==> src/hw/rtl/rwat_pkg.sv <==
`timescale 1ns / 1ps
`default_nettype none

package rwat_pkg;

    localparam int RPM_W      = 20;
    localparam int WIDTH_W    = 10;
    localparam int EDGE_W     = 13;
    localparam int NUM_PAIRS  = 5;
    localparam int DIV_STEPS  = 20;
    localparam int STEP_W     = $clog2(DIV_STEPS);

    localparam logic [WIDTH_W-1:0] WIDTH_RESET = 10'd80;

    // ceil(600000 / p) is floor(599999 / p) + 1 for any nonzero p.
    localparam logic [RPM_W-1:0] DIV_DIVIDEND = 20'd599999;

    typedef enum logic [2:0] {
        OP_FINE_TICK   = 3'd0,
        OP_PULSE       = 3'd1,
        OP_COARSE_TICK = 3'd2,
        OP_READ        = 3'd3,
        OP_RESTART     = 3'd4
    } rwat_op_t;

    typedef enum logic [2:0] {
        ST_IDLE,
        ST_DIV,
        ST_READ,
        ST_EVAL,
        ST_WRB,
        ST_DONE
    } rwat_state_t;

    typedef struct packed {
        logic [2:0] opcode;
        logic [2:0] test_select;
        logic       normal_mode;
        logic       boost_mode;
        logic [3:0] record_index;
    } rwat_item_t;

    typedef struct packed {
        logic [19:0] speed_rpm;
        logic        speed_updated;
        logic        period_error;
        logic [15:0] elapsed_ticks;
        logic        timing_active;
        logic [15:0] record_value;
        logic        beep_request;
    } rwat_result_t;

    function automatic logic [EDGE_W-1:0] low_edge(input logic [2:0] t);
        logic [EDGE_W-1:0] e;
        unique case (t)
            3'd0:    e = 13'd2500;
            3'd1:    e = 13'd3000;
            3'd2:    e = 13'd3000;
            3'd3:    e = 13'd3500;
            3'd4:    e = 13'd3500;
            default: e = '0;
        endcase
        return e;
    endfunction

    function automatic logic [EDGE_W-1:0] high_edge(input logic [2:0] t);
        logic [EDGE_W-1:0] e;
        unique case (t)
            3'd0:    e = 13'd4000;
            3'd1:    e = 13'd5000;
            3'd2:    e = 13'd4500;
            3'd3:    e = 13'd4000;
            3'd4:    e = 13'd3750;
            default: e = '0;
        endcase
        return e;
    endfunction

endpackage

`default_nettype wire

==> src/hw/rtl/rwat_div.sv <==
`timescale 1ns / 1ps
`default_nettype none

module rwat_div
    import rwat_pkg::*;
#(
    parameter int CW = 16
) (
    input  wire logic             clk,
    input  wire logic             rst_n,
    input  wire logic             start,
    input  wire logic [CW-1:0]    divisor,
    output logic                  done,
    output logic [RPM_W-1:0]      quotient
);

    localparam logic [STEP_W-1:0] STEP_LAST = STEP_W'(DIV_STEPS - 1);

    logic              busy_reg, busy_next;
    logic              done_reg, done_next;
    logic [STEP_W-1:0] step_reg, step_next;
    logic [CW-1:0]     rem_reg, rem_next;
    logic [RPM_W-1:0]  dvd_reg, dvd_next;
    logic [RPM_W-1:0]  quot_reg, quot_next;
    logic [CW:0]       trial;
    logic [CW:0]       diff;
    logic              fits;

    // Restoring division, one quotient bit per cycle. The remainder stays
    // below the divisor, so the trial value never needs more than CW+1 bits.
    always_comb
    begin
        trial     = {rem_reg, dvd_reg[RPM_W-1]};
        diff      = trial - {1'b0, divisor};
        fits      = (trial >= {1'b0, divisor});
        busy_next = busy_reg;
        done_next = 1'b0;
        step_next = step_reg;
        rem_next  = rem_reg;
        dvd_next  = dvd_reg;
        quot_next = quot_reg;
        if (start)
        begin
            busy_next = 1'b1;
            step_next = '0;
            rem_next  = '0;
            dvd_next  = DIV_DIVIDEND;
        end
        else if (busy_reg)
        begin
            rem_next  = fits ? diff[CW-1:0] : trial[CW-1:0];
            dvd_next  = {dvd_reg[RPM_W-2:0], 1'b0};
            quot_next = {quot_reg[RPM_W-2:0], fits};
            step_next = step_reg + STEP_W'(1);
            if (step_reg == STEP_LAST)
            begin
                busy_next = 1'b0;
                done_next = 1'b1;
            end
        end
    end

    always_ff @(posedge clk or negedge rst_n)
    begin
        if (!rst_n)
        begin
            busy_reg <= 1'b0;
            done_reg <= 1'b0;
            step_reg <= '0;
        end
        else
        begin
            busy_reg <= busy_next;
            done_reg <= done_next;
            step_reg <= step_next;
        end
    end

    always_ff @(posedge clk)
    begin
        rem_reg  <= rem_next;
        dvd_reg  <= dvd_next;
        quot_reg <= quot_next;
    end

    assign done     = done_reg;
    assign quotient = quot_reg;

endmodule

`default_nettype wire

==> src/hw/rtl/rpm_window_acceleration_timer.sv <==
// Engine acceleration timer. Each item beat carries one event: a 0.1 ms tick,
// a speed-sensor pulse, a 10 ms tick, a record read or a restart, and yields
// exactly one result beat with the current speed, timer and record status.
// Every second pulse closes a period; a nonzero period sets the speed to
// ceil(600000 / period) via a bit-serial divider making one quotient bit per
// cycle. An item closing a nonzero period first passes the divide state (20
// divider steps); then records are read, the item is evaluated, a boosted
// record gets a write state of its own (single write port), the result is
// loaded. One item is in work at a time; a finished result waits
// in the output register while the next item is taken. The ten time records
// read as empty after reset through per-entry valid flags, so there is no
// clearing pass. window_width may be written at any time the block is idle.
`timescale 1ns / 1ps
`default_nettype none

module rpm_window_acceleration_timer
    import rwat_pkg::*;
#(
    parameter int NUM_TESTS   = 5,
    parameter int COUNT_WIDTH = 16
) (
    input  wire logic               clk,
    input  wire logic               rst_n,
    input  wire logic               cfg_write,
    input  wire logic [WIDTH_W-1:0] cfg_data,
    input  wire logic               item_valid,
    output logic                    item_ready,
    input  wire rwat_item_t         item,
    output logic                    result_valid,
    input  wire logic               result_ready,
    output rwat_result_t            result
);

    localparam int NT   = NUM_TESTS;
    localparam int CW   = COUNT_WIDTH;
    localparam int NREC = 2 * NUM_TESTS;
    localparam int AW   = $clog2(NREC);

    rwat_state_t       state_reg, state_next;
    logic [WIDTH_W-1:0] win_width_reg, win_width_next;
    logic              phase_reg, phase_next;
    logic [CW-1:0]     period_reg, period_next;
    logic [RPM_W-1:0]  rpm_reg, rpm_next;
    logic [CW-1:0]     elapsed_reg, elapsed_next;
    logic              running_reg, running_next;
    logic [NT-1:0]     armed_reg, armed_next;
    rwat_item_t        item_reg, item_next;
    logic              upd_reg, upd_next;
    logic              perr_reg, perr_next;
    logic              beep_reg, beep_next;
    logic [CW-1:0]     recval_reg, recval_next;
    logic [NREC-1:0]   vld_reg, vld_next;
    rwat_result_t      out_reg, out_next;
    logic              out_valid_reg, out_valid_next;

    logic [CW-1:0]     rec_mem [NREC];
    logic [CW-1:0]     rd_a_reg, rd_b_reg;
    logic              va_reg, vb_reg;

    logic              accept;
    logic              div_start;
    logic              div_done;
    logic [RPM_W-1:0]  div_quot;
    logic              mem_re;
    logic              mem_we;
    logic [AW-1:0]     mem_waddr;
    logic [CW-1:0]     mem_wdata;
    logic [AW-1:0]     rd_addr_a, rd_addr_b;
    logic              out_load;

    logic [2:0]        t_idx;
    logic              test_ok;
    logic              is_check;
    logic [NT-1:0]     mask;
    logic [AW-1:0]     rn, rb;
    logic [CW-1:0]     rec_n, rec_b;
    logic [EDGE_W-1:0] lo_base, hi_base;
    logic              lo_in, hi_in;
    logic              hit_lo, hit_hi;
    logic [NT-1:0]     armed_lo;
    logic [CW-1:0]     elapsed_lo;
    logic              cap_n, cap_b;
    logic              rd_ok;

    rwat_div #(
        .CW (CW)
    ) u_div (
        .clk      (clk),
        .rst_n    (rst_n),
        .start    (div_start),
        .divisor  (period_reg),
        .done     (div_done),
        .quotient (div_quot)
    );

    // Window evaluation for the item held in item_reg, using the records
    // fetched in the read state.
    always_comb
    begin
        t_idx    = item_reg.test_select - 3'd1;
        test_ok  = (item_reg.test_select != 3'd0)
                && (32'(item_reg.test_select) <= 32'(NUM_TESTS))
                && (item_reg.test_select <= 3'(NUM_PAIRS));
        is_check = (item_reg.opcode == OP_FINE_TICK) || (item_reg.opcode == OP_PULSE)
                || (item_reg.opcode == OP_COARSE_TICK);
        mask     = NT'(1) << t_idx;
        rn       = AW'(t_idx);
        rb       = AW'(t_idx) + AW'(NUM_TESTS);
        rec_n    = va_reg ? rd_a_reg : '0;
        rec_b    = vb_reg ? rd_b_reg : '0;
        lo_base  = low_edge(t_idx);
        hi_base  = high_edge(t_idx);
        lo_in    = (rpm_reg > RPM_W'(lo_base))
                && (rpm_reg < RPM_W'(lo_base) + RPM_W'(win_width_reg));
        hi_in    = (rpm_reg > RPM_W'(hi_base))
                && (rpm_reg < RPM_W'(hi_base) + RPM_W'(win_width_reg));
        hit_lo   = is_check && test_ok && lo_in;
        armed_lo = hit_lo ? (armed_reg | mask) : armed_reg;
        elapsed_lo = hit_lo ? '0 : elapsed_reg;
        hit_hi   = is_check && test_ok && hi_in && ((armed_lo & mask) != '0);
        cap_n    = hit_hi && item_reg.normal_mode && (rec_n == '0);
        cap_b    = hit_hi && item_reg.boost_mode && (rec_b == '0);
        rd_ok    = ({28'd0, item_reg.record_index} < 32'(NREC));
    end

    always_comb
    begin
        state_next = state_reg;
        unique case (state_reg)
            ST_IDLE:
            begin
                if (accept)
                begin
                    state_next = div_start ? ST_DIV : ST_READ;
                end
            end
            ST_DIV:
            begin
                if (div_done)
                begin
                    state_next = ST_READ;
                end
            end
            ST_READ: state_next = ST_EVAL;
            ST_EVAL: state_next = cap_b ? ST_WRB : ST_DONE;
            ST_WRB:  state_next = ST_DONE;
            ST_DONE:
            begin
                if (out_load)
                begin
                    state_next = ST_IDLE;
                end
            end
            default: state_next = ST_IDLE;
        endcase
    end

    always_comb
    begin
        item_ready = (state_reg == ST_IDLE);
        accept     = item_valid && item_ready;
        div_start  = accept && (item.opcode == OP_PULSE) && phase_reg
                  && (period_reg != '0);
        mem_re     = (state_reg == ST_READ);
        rd_addr_a  = (item_reg.opcode == OP_READ) ? AW'(item_reg.record_index) : rn;
        rd_addr_b  = rb;
        mem_we     = 1'b0;
        mem_waddr  = rn;
        mem_wdata  = elapsed_lo;
        out_load   = (state_reg == ST_DONE) && (!out_valid_reg || result_ready);
        unique case (state_reg)
            ST_EVAL: mem_we = cap_n;
            ST_WRB:
            begin
                mem_we    = 1'b1;
                mem_waddr = rb;
                mem_wdata = elapsed_reg;
            end
            default: mem_we = 1'b0;
        endcase
    end

    always_comb
    begin
        win_width_next = cfg_write ? cfg_data : win_width_reg;
        phase_next     = phase_reg;
        period_next    = period_reg;
        rpm_next       = rpm_reg;
        elapsed_next   = elapsed_reg;
        running_next   = running_reg;
        armed_next     = armed_reg;
        item_next      = item_reg;
        upd_next       = upd_reg;
        perr_next      = perr_reg;
        beep_next      = beep_reg;
        recval_next    = recval_reg;
        vld_next       = vld_reg;

        if (accept)
        begin
            item_next   = item;
            upd_next    = 1'b0;
            perr_next   = 1'b0;
            beep_next   = 1'b0;
            recval_next = '0;
            unique case (item.opcode)
                OP_FINE_TICK:
                begin
                    if (phase_reg && !(&period_reg))
                    begin
                        period_next = period_reg + CW'(1);
                    end
                end
                OP_PULSE:
                begin
                    if (!phase_reg)
                    begin
                        phase_next  = 1'b1;
                        period_next = '0;
                    end
                    else
                    begin
                        phase_next = 1'b0;
                        upd_next   = 1'b1;
                        perr_next  = (period_reg == '0);
                    end
                end
                OP_COARSE_TICK:
                begin
                    if (running_reg && !(&elapsed_reg))
                    begin
                        elapsed_next = elapsed_reg + CW'(1);
                    end
                end
                OP_RESTART:
                begin
                    phase_next   = 1'b0;
                    period_next  = '0;
                    elapsed_next = '0;
                    running_next = 1'b0;
                    armed_next   = '0;
                end
                default:
                begin
                    phase_next = phase_reg;
                end
            endcase
        end

        if (div_done)
        begin
            rpm_next = div_quot + RPM_W'(1);
        end

        if (state_reg == ST_EVAL)
        begin
            if (item_reg.opcode == OP_READ)
            begin
                recval_next = rd_ok ? rec_n : '0;
            end
            elapsed_next = elapsed_lo;
            armed_next   = hit_hi ? (armed_lo & ~mask) : armed_lo;
            if (hit_hi)
            begin
                running_next = 1'b0;
            end
            else if (hit_lo)
            begin
                running_next = 1'b1;
            end
            if (cap_n || cap_b)
            begin
                recval_next = elapsed_lo;
            end
            beep_next = (hit_lo && ((rec_n == '0) || (rec_b == '0))) || cap_n || cap_b;
        end

        if (mem_we)
        begin
            vld_next[mem_waddr] = 1'b1;
        end

        out_next = out_reg;
        if (out_load)
        begin
            out_next.speed_rpm     = rpm_reg;
            out_next.speed_updated = upd_reg;
            out_next.period_error  = perr_reg;
            out_next.elapsed_ticks = 16'(elapsed_reg);
            out_next.timing_active = running_reg;
            out_next.record_value  = 16'(recval_reg);
            out_next.beep_request  = beep_reg;
        end
        if (out_load)
        begin
            out_valid_next = 1'b1;
        end
        else if (result_ready)
        begin
            out_valid_next = 1'b0;
        end
        else
        begin
            out_valid_next = out_valid_reg;
        end
    end

    always_ff @(posedge clk or negedge rst_n)
    begin
        if (!rst_n)
        begin
            state_reg     <= ST_IDLE;
            win_width_reg <= WIDTH_RESET;
            phase_reg     <= 1'b0;
            period_reg    <= '0;
            rpm_reg       <= '0;
            elapsed_reg   <= '0;
            running_reg   <= 1'b0;
            armed_reg     <= '0;
            upd_reg       <= 1'b0;
            perr_reg      <= 1'b0;
            beep_reg      <= 1'b0;
            vld_reg       <= '0;
            out_valid_reg <= 1'b0;
        end
        else
        begin
            state_reg     <= state_next;
            win_width_reg <= win_width_next;
            phase_reg     <= phase_next;
            period_reg    <= period_next;
            rpm_reg       <= rpm_next;
            elapsed_reg   <= elapsed_next;
            running_reg   <= running_next;
            armed_reg     <= armed_next;
            upd_reg       <= upd_next;
            perr_reg      <= perr_next;
            beep_reg      <= beep_next;
            vld_reg       <= vld_next;
            out_valid_reg <= out_valid_next;
        end
    end

    always_ff @(posedge clk)
    begin
        item_reg   <= item_next;
        recval_reg <= recval_next;
        out_reg    <= out_next;
    end

    // Time record store: one write port, two registered read ports.
    always_ff @(posedge clk)
    begin
        if (mem_we)
        begin
            rec_mem[mem_waddr] <= mem_wdata;
        end
        if (mem_re)
        begin
            rd_a_reg <= rec_mem[rd_addr_a];
            rd_b_reg <= rec_mem[rd_addr_b];
            va_reg   <= vld_reg[rd_addr_a];
            vb_reg   <= vld_reg[rd_addr_b];
        end
    end

    assign result_valid = out_valid_reg;
    assign result       = out_reg;

`ifndef ASSERT_OFF
    a_div_in_div_state: assert property (@(posedge clk) disable iff (!rst_n)
        div_done |-> state_reg == ST_DIV)
        else $error("divider finished outside the divide state");

    a_wrb_after_eval: assert property (@(posedge clk) disable iff (!rst_n)
        state_reg == ST_WRB |-> $past(state_reg) == ST_EVAL)
        else $error("boosted record write not preceded by evaluation");

    a_err_is_update: assert property (@(posedge clk) disable iff (!rst_n)
        result_valid && result.period_error |-> result.speed_updated)
        else $error("period error reported without a completed period");

    a_restart_clears: assert property (@(posedge clk) disable iff (!rst_n)
        accept && item.opcode == OP_RESTART |=>
            !running_reg && armed_reg == '0 && !phase_reg && elapsed_reg == '0)
        else $error("restart left timer or arming state behind");
`endif

endmodule

`default_nettype wire

==> config.mk <==
export PLATFORM = sky130hd
export DESIGN_NAME = rpm_window_acceleration_timer
export DESIGN_NICKNAME = d
export VERILOG_FILES = /design/src/hw/rtl/rwat_pkg.sv /design/src/hw/rtl/rwat_div.sv /design/src/hw/rtl/rpm_window_acceleration_timer.sv
export SDC_FILE = /design/constraint.sdc
export NUM_CORES = 1
export LEC_CHECK = 0
export CAP_MARGIN = 0
export CORE_AREA = 2 2 223 203
export CTS_CLUSTER_DIAMETER = 100
export DETAILED_ROUTE_END_ITERATION = 12
export DIE_AREA = 0 0 225 205
export DONT_BUFFER_PORTS = 1
export PLACE_DENSITY = 0.7
export SLEW_MARGIN = 20
export SYNTH_ARGS = -nofsm -noshare
export SYNTH_HDL_FRONTEND = slang
export SYNTH_SLANG_ARGS = --single-unit
==> constraint.sdc <==
create_clock -name clk -period 15.5 [get_ports clk]
set_input_delay 3.1 -clock clk [delete_from_list [all_inputs] [get_ports clk]]
set_output_delay 3.1 -clock clk [all_outputs]
set_load 0.01 [all_outputs]
Yosys cells after proc, flatten, opt, wreduce, memory -nomap -nowiden. Memory sizes are Yosys's and may differ from the RTL's. A register that Yosys moved wholly into a read port is not among the register bits. Index checks and enable logic that the tools add are counted.

Input bits: 27. Bits in read-only memories: 0. Bits in latches: 0. Bits in writable memories: 160. Register bits: 235. Memories: 1.

Divide/modulo/power cells: 0. Reductions and logical operators: 59. $lt $le $gt $ge: 12. Add/sub/neg operators: 9. Multipliers: 0. Multiplexer cells: 64. Shift operators: 1. Bitwise operators: 6. Equality and inequality tests: 22.

Memories: rec_mem (depth 10, bits a word 16, read ports 2, clocked after Yosys merged registers in 2, wr ports 1, RTL line rpm_window_acceleration_timer.sv:56) `logic [CW-1:0] rec_mem [NREC];`.

Operator list (count): $mux 16 (15); $pmux 13 s4 (1); $logic_not 16->1 (3); $pmux 16 s3 (1); $gt 20x13->1 (2); $lt 20x14->1 (2); $pmux 12 s3 (1); $mux 5 (7); $add 16x1->16 const B (2); $pmux 16 s2 (1); $reduce_and 16->1 (2); $add 13x10->14 (2); $mux 1 (26); $eq 3x2->1 const B (7); $logic_and 1x1->1 (21); $add 20x1->20 const B (1); $pmux 3 s6 (1); $ge 17x16->1 (1); $reduce_bool 16->1 (1); $sub 16x16->16 (1); $lt 4x5->1 const B (3); $eq 3x1->1 const B (4); $eq 3x3->1 const B (4); $logic_not 3->1 (4); other kinds (31) (60).

Depth between registers and ports, before layout. Gate-level depths: netlist (run 1).

Word-level depth: 17. Gate-level depth with buffers: 27.

By module. A second synthesis (run 1) with hierarchy kept.

Cells, all modules: 1821. Area total of the unflattened synthesis: 21847.2 µm².

Modules (own cells, without submodules): rpm_window_acceleration_timer (cells each 1474, instances 1, sequential area each 10342.4 µm², area an instance 18511.5 µm²); rwat_div (cells each 347, instances 1, sequential area each 1496.4 µm², area an instance 3335.7 µm²).

Least setup slack after synthesis (run 1). OpenSTA, ideal clock, no wires.

Kind: reg-to-reg. From: register item_reg[6] in the netlist's numbering. To: memory rec_mem[0][0], enable pin. Cell stages (with the launch flop): 25. Setup slack: 9.209 ns. Clock period less this slack: 6.291 ns. Path buffers: 1. Arrival: 5.897 ns. Cell sequence: edfxtp_1 clkbuf_1 inv_1 ha_1 ha_1 inv_1 o21ai_0 inv_1 nor2_1 inv_1 fa_1 a21o_1 a21oi_1 o21bai_1 a21oi_1 o21bai_1 a21oi_1 xnor2_1 ha_1 o21ai_0 a31oi_1 o41ai_2 a31oi_4 or3_1 a21oi_1.

Word-level cells in the longest chain between the ends: 17.

Ends and longest elaborated chain: from (decl) (RTL line rpm_window_acceleration_timer.sv:47) `rwat_item_t item_reg, item_next;`; from (signal assigned) (RTL line rpm_window_acceleration_timer.sv:346) `item_reg <= item_next;`; $sub 3x1->3 (RTL line rpm_window_acceleration_timer.sv:100) `t_idx = item_reg.test_select - 3'd1;`; $eq 3x3->1 (tied with other cells) (RTL line rwat_pkg.sv:55, rwat_pkg.sv:68); $reduce_or 2->1 (no source line); $pmux 12 s3 (RTL line rwat_pkg.sv:55) `unique case (t)`; $add 13x10->14 (RTL line rpm_window_acceleration_timer.sv:114) `&& (rpm_reg < RPM_W'(lo_base) + RPM_W'(win_width_reg));`; $lt 20x14->1 (RTL line rpm_window_acceleration_timer.sv:114); $logic_and 1x1->1 (RTL line rpm_window_acceleration_timer.sv:114); $logic_and 1x1->1 (RTL line rpm_window_acceleration_timer.sv:117) `hit_lo = is_check && test_ok && lo_in;`; $mux 5 (RTL line rpm_window_acceleration_timer.sv:118) `armed_lo = hit_lo ? (armed_reg | mask) : armed_reg;`; $and 5x5->5 (RTL line rpm_window_acceleration_timer.sv:120) `hit_hi = is_check && test_ok && hi_in && ((armed_lo & mask) != '0);`; $reduce_bool 5->1 (RTL line rpm_window_acceleration_timer.sv:120); $logic_and 1x1->1 (RTL line rpm_window_acceleration_timer.sv:120); $logic_and 1x1->1 (2 in a row) (RTL line rpm_window_acceleration_timer.sv:121) `cap_n = hit_hi && item_reg.normal_mode && (rec_n == '0);`; $pmux 1 s2 (RTL line rpm_window_acceleration_timer.sv:171) `unique case (state_reg)`; $mux 1 (RTL line rpm_window_acceleration_timer.sv:354) `if (mem_we)`; $mux 1 (implied by the code) (RTL line rpm_window_acceleration_timer.sv:356) `rec_mem[mem_waddr] <= mem_wdata;`; to (decl) (RTL line rpm_window_acceleration_timer.sv:56).

Several ways; a longest one is shown, not always the timed one.

Worst setup path in the final report (run 1).
From: register item_reg[6] in the netlist's numbering. To: memory rec_mem[4][4], enable pin.

Same word-level chain as after synthesis.

==> results of run 1 <==
==> worst max-delay path, delay by kind of cell, from the launching register on <==
kind | cells | cell delay, ns
xor gates and xnor gates | 1 | 0.15
AOI/OAI and AO/OA | 12 | 3.52
and+or+nand+nor | 2 | 0.92
buffers and inverters | 5 | 1.29
adders and majority gates | 4 | 1.45
DFF | 1 | 0.34
==> power by group <==
group          leakage, nW  internal (mW)  switching (mW)  total (mW)
Clock                0.728          0.639           0.443        1.08
Combinational         3.48          0.498           0.744        1.24
Sequential            4.44           1.46           0.205        1.66
==> cells in the mapped netlist, types with 20 or more instances <==
| master | number |
|---|---|
| xor2_1 | 20 |
| nand3_1 | 34 |
| inv_1 | 79 |
| a21oi_1 | 97 |
| nor2b_1 | 42 |
| nand4_1 | 23 |
| a211oi_1 | 37 |
| nand2_1 | 119 |
| nor3_1 | 21 |
| edfxtp_1 | 282 |
| nor2_1 | 121 |
| mux2i_1 | 52 |
| dfxtp_1 | 52 |
| nor4_1 | 23 |
| xnor2_1 | 33 |
| ha_1 | 90 |
| dfrtp_1 | 91 |
| a31oi_1 | 40 |
| o21ai_0 | 73 |
| clkbuf_1 | 68 |
| mux4_2 | 67 |
==> layout make-up <==
type	instances	area, sq um
Fill cell	3518	20300
Sequential cell	427	11800
Multi-Input combinational cell	1132	8880
Clock buffer	66	1270
Tap cell	562	703
Inverter	79	297
Clock inverter	16	213
Timing Repair Buffer	24	193
Antenna cell	2	5.00
==> worst min-delay path by stage <==
| stage | to | slack [ns] | cells past startpoint | from |
|---|---|---|---|---|
| floorplan | result[15] | 0.41 | 0 | recval_reg[14] |
| global placement | result[35] | 0.43 | 0 | upd_reg |
| detailed placement | result[35] | 0.44 | 0 | upd_reg |
| CTS | result[35] | 0.45 | 0 | upd_reg |
| global route | result[0] | 0.47 | 0 | beep_reg |
| finish | result[0] | 0.45 | 0 | beep_reg |
==> routing by layer <==
layer  up-vias  routed length, um
met5         -                  0
met3        90               3490
met1      7358              22100
met4         0               1150
met2       579              25000
li1       6593                  -
==> cells by family after synthesis <==
| group | after synthesis |
|---|---|
| flip-flops | 427 |
| adder cells (fa/ha/maj) | 93 |
| multiplexers | 132 |
| AO/OA/AOI/OAI | 392 |
| buffers and inverters | 165 |
| AND/OR/NAND/NOR | 462 |
| XOR/XNOR | 53 |
==> cell usage in the layout, fill, tap and decap left out, types with 20 or more instances in the layout <==
cell       Yosys  layout
edfxtp_1     282     282
nand2_1      119     119
nor2_1       121     118
ha_1          90      90
dfrtp_1       91      89
a21oi_1       97      86
inv_1         79      79
o21ai_0       73      73
mux4_2        67      67
dfxtp_1       52      52
mux2i_1       52      51
clkbuf_16      0      45
nor2b_1       42      40
a31oi_1       40      39
a211oi_1      37      37
nand3_1       34      34
xnor2_1       33      33
nand4_1       23      23
buf_4          0      23
nor4_1        23      21
nor3_1        21      20
xor2_1        20      20
==> through the flow <==
stage                     power, mW  utilization  instances  instance area [sq um]  hold WS (ns)
after global routing           4.20        0.535       2307                  23400         0.470
after floorplan                2.55            -       1724                  21200         0.409
after detailed placement       2.90        0.499       2223                  21800         0.440
after CTS                      3.99        0.533       2305                  23300         0.453
final                          3.99        0.535       2308                  23400         0.454
after global placement         2.85        0.499       2223                  21800         0.431
==> run metrics, run 1 <==
leak pwr 8.65 nW; die height 205 um; Fmax achieved 0.124 GHz; Top reg by flops rec_mem; MaxCap Viol Count 0; mux share of post-synthesis cell area 0.103; Peak VDD IR 0.107 mV; Post-synth EDFFs 282; pwr dens 170 nW/um^2; Slowest cell on crit path a21oi_2; CP max stage delay 0.88 ns; gr ovfl total 0; Area Overhead vs Synth 10.6%; post-route setup slack 7.41 ns; grt met3 use 0.0389; status finished, final reports clean; GR Layer Usage met1 0.305; worst hold path class register to register; Compound-Gate Fraction of Synth Area 0.122; xor and xnor fraction of the mapped netlist area 0.0219; simple-gate portion of the synthesized area 0.108; reg2reg end rec_mem[4][4]; DIE WIDTH 225 um; placer's final routability congestion estimate 0.916; CP startpoint item_reg[6]; Starting Density 0.484; I/O Buffers 0; Final Hold Viols 0; initial antenna violation count 1; main combinational cell family by area after synthesis compound AO/OA/AOI/OAI gates; Worst path most repeated cell inv_1; per-cell routed wire length 22.4 um; nets@finish 1828; share of the synthesized area in the top cell type 0.400; DRC viols 0; Top FF cell, synth edfxtp_1; First DRT Iteration DRCs 1367; Max FO, Critical Path 36; # clock sinks 427; Cell Area, Synth 21200 sq um; FFs w/ async S/R, synth 0.218; Die ar. 46100 sq um; Worst Max-Slew Pin Slew 1.10 ns; # setup viols final 0; via count 14600; clk_skew 0.0282 ns; synth top area cells edfxtp_1, dfrtp_1, mux4_2; router iterations before antenna repair 7; CTS clock-pin slew for the worst setup and hold paths 0.06 ns; type of element capturing the critical path register; Adder-Cell Fraction of Synth Area 0.0560; final period utilization 0.522; total CTS buffers 44; Yosys top cell by area edfxtp_1; TritonCTS clock tree yes; largest net degree at the start of global routing 94; Slew Limit Fails 0; max FFs per register 160; Ports 85; met2 Usage GRT 0.368; pre-CTS setup slack 7.49 ns; hold_buf cts 0; post-synthesis register bit count 427; core footprint 43800 sq um; worst endpoint required time 15.69 ns; sequential share of the synthesized area 0.559; Cells after Synth 1724; buffer count from post-CTS setup fixing 0; total track usage 0.224; Register-to-Register Path Depth 24; worst setup path endpoint rec_mem[4][4]; post-CTS resize count 0; CP cell instances buf_4 > inv_1 > ha_1 > ha_1 > inv_1 > o21ai_0 > inv_1 > nor2_1 > inv_1 > fa_1 > a21o_1 > a21oi_1 > o21bai_1 > a21oi_1 > o21bai_1 > a21oi_1 > xnor2_1 > ha_1 > o21ai_0 > a31oi_1 > o41ai_2 > a31oi_4 > or3_1 > a21oi_2; synth warn 0; WL final 51.7 mm; WP data arrival 8.29 ns; number of H-tree levels 2; syn nets 1844; Via density 6.33; Rel. slew slack 0.267; row count 73; HPWL after DPL 34.3 mm; unrepaired setup endpoints after global routing no; global-route wire length before repair 80.4 mm; fraction of layout cells with a size suffix above 1 0.124; vias in the first global route 14100; Worst-Skew Late Latency 0.59 ns; synth unique cells 75; crit start category register; synthesized area per cell 12.3 sq um; Reg2Reg Setup Slack 7.41 ns; Setup TNS 0 ns; GRT Max-Usage Layer met2; crit path kind register to register; Max Root-Sink Buffers 3; Final Critical Period 8.09 ns; clk root buf clkbuf_16; Critical R2R Launch item_reg[6]; Final ANT Viol Nets 0
No activity file was read; power rests on OpenSTA's default activity.
==> inputs of run 2 (changes only) <==
--- a/config.mk
+++ b/config.mk
@@ -11,7 +11,7 @@
 export DETAILED_ROUTE_END_ITERATION = 12
 export DIE_AREA = 0 0 225 205
 export DONT_BUFFER_PORTS = 1
-export PLACE_DENSITY = 0.7
+export PLACE_DENSITY = 0.73
 export SLEW_MARGIN = 20
 export SYNTH_ARGS = -nofsm -noshare
 export SYNTH_HDL_FRONTEND = slang
==> constraint.sdc (replaced) <==
create_clock -name clk -period 6.8 [get_ports clk]
set_input_delay 1.36 -clock clk [delete_from_list [all_inputs] [get_ports clk]]
set_output_delay 1.36 -clock clk [all_outputs]
set_load 0.01 [all_outputs]
==> run metrics, run 2 (same netlist as run 1, synthesis figures left out) <==
global-route wire length before repair 82.4 mm; clk root buf clkbuf_16; Hold Path Stages 2; Final ANT Viol Nets 0; Ports 85; MaxCap Viol Count 0; row count 73; initial antenna violation count 3; Via density 6.37; number of H-tree levels 2; vias in the first global route 14100; DRC viols 0; Fill cells 3450; total CTS buffers 44; Slew Limit Fails 0; leak pwr 8.83 nW; core footprint 43800 sq um; footprint of the multi-input gates 8860 sq um; clk_skew 0.0347 ns; most common cell after layout, fill and taps aside edfxtp_1; register area 11800 sq um; Area Overhead vs Synth 11.7%; via count 14800; First DRT Iteration DRCs 1581; Max FO, Critical Path 35; status finished, final reports clean; type of element capturing the critical path register; largest net degree at the start of global routing 94; final period utilization 0.927; total track usage 0.230; most frequent cells in the layout edfxtp_1, nand2_1, nor2_1; Worst-Skew Late Latency 0.58 ns; fraction of layout cells with a size suffix above 1 0.137; Max Root-Sink Buffers 3; CTS clock-pin slew for the worst setup and hold paths 0.06 ns; Die ar. 46100 sq um; worst hold path class register to register; Top reg by flops rec_mem; crit start category register; pwr dens 394 nW/um^2; Register-to-Register Path Depth 25; Final Power 9.30 mW; Final Critical Period 6.31 ns; unrepaired setup endpoints after global routing no; Fmax achieved 0.159 GHz; Setup TNS 0 ns; die height 205 um; gr ovfl total 0; Final Hold Viols 0; Worst Max-Slew Pin Slew 1.18 ns; worst endpoint required time 7.05 ns; nets@finish 1842; Rel. slew slack 0.209; placer's final routability congestion estimate 0.905; Peak VDD IR 0.215 mV; I/O Buffers 0; TritonCTS clock tree yes; WL final 52.4 mm; # setup viols final 0; per-cell routed wire length 22.6 um; DIE WIDTH 225 um; Starting Density 0.484; WP data arrival 6.56 ns; # clock sinks 427; router iterations before antenna repair 7; HPWL after DPL 35.0 mm; crit path kind register to register; max FFs per register 160
-- run 2: changes by cell type in the layout (fill, tap and decap cells not counted), moves of 2 or more --
cell	delta
inv_6	+4
clkbuf_16	+3
clkinv_4	+2
bufinv_16	+4
clkbuf_8	-2
clkbuf_1	-12
buf_6	+4
a21oi_4	-2
buf_4	+11
-- run 2: worst max-delay path, stage by stage (launching register included) --
cell      delay (ns)
edfxtp_1        0.40
inv_1           0.10
ha_1            0.21
ha_1            0.43
inv_1           0.18
o21ai_0         0.19
inv_1           0.19
nor2_1          0.23
inv_1           0.13
fa_1            0.45
a21o_1          0.18
a21oi_1         0.25
o21bai_1        0.10
a21oi_1         0.23
o21bai_1        0.09
a21oi_1         0.20
xnor2_1         0.15
ha_1            0.27
o21ai_0         0.09
a31oi_1         0.09
o41ai_4         0.54
a31oi_4         0.13
buf_4           0.27
or3_4           0.46
a21oi_2         0.18
buf_6           0.23
-- run 2: what timing repair did --
action,CTS,global route
setup endpoints to repair,0,254
buffers inserted,0,5
gates resized for setup,0,9
hold buffers,0,0
-- run 2: power breakdown --
part | internal [mW] | switching [mW]
Combinational | 1.16 | 1.70
Clock | 1.64 | 1.03
Sequential | 3.32 | 0.455
-- run 2: area by class of cell --
cell class              count  area share
diodes                      2    0.000212
clock buffers              55      0.0540
clock inverters            27      0.0151
inverters                  79      0.0125
multi-input cells        1132       0.375
flip-flops and latches    427       0.501
well taps                 562      0.0297
repair buffers             38      0.0127
-- run 2: per-stage QoR --
stage	std cells	setup slack, ns	utilization	hold WS (ns)	area, sq um
finish	2322	0.494	0.540	0.460	23600
global route	2322	0.0166	0.540	0.451	23600
CTS	2315	0.225	0.538	0.448	23500
detailed placement	2233	0.281	0.501	0.434	21900
global placement	2233	0.130	0.500	0.435	21900
floorplan	1724	0.509	-	0.409	21200
-- run 2: worst paths after layout --
check | start | to | slack (ns)
max in group asynchronous | rst_n | win_width_reg[6] | 6.12
worst min-delay path | u_div.dvd_reg[0] | u_div.dvd_reg[0] | 0.46
worst max register to register | item_reg[7] | rec_mem[1][1] | 0.49
worst min register to register | u_div.dvd_reg[0] | u_div.dvd_reg[0] | 0.46
worst max-delay path | item_reg[7] | rec_mem[1][1] | 0.49
min in group asynchronous | rst_n | state_reg[0] | 0.48
-- run 2: per-layer routing --
layer	vias to the layer above	global-route usage	wire length [um]
met3	100	0.0449	4560
met4	2	0.0636	1380
met2	748	0.368	24600
met1	7299	0.321	21900
li1	6631	-	-
met5	-	0	13
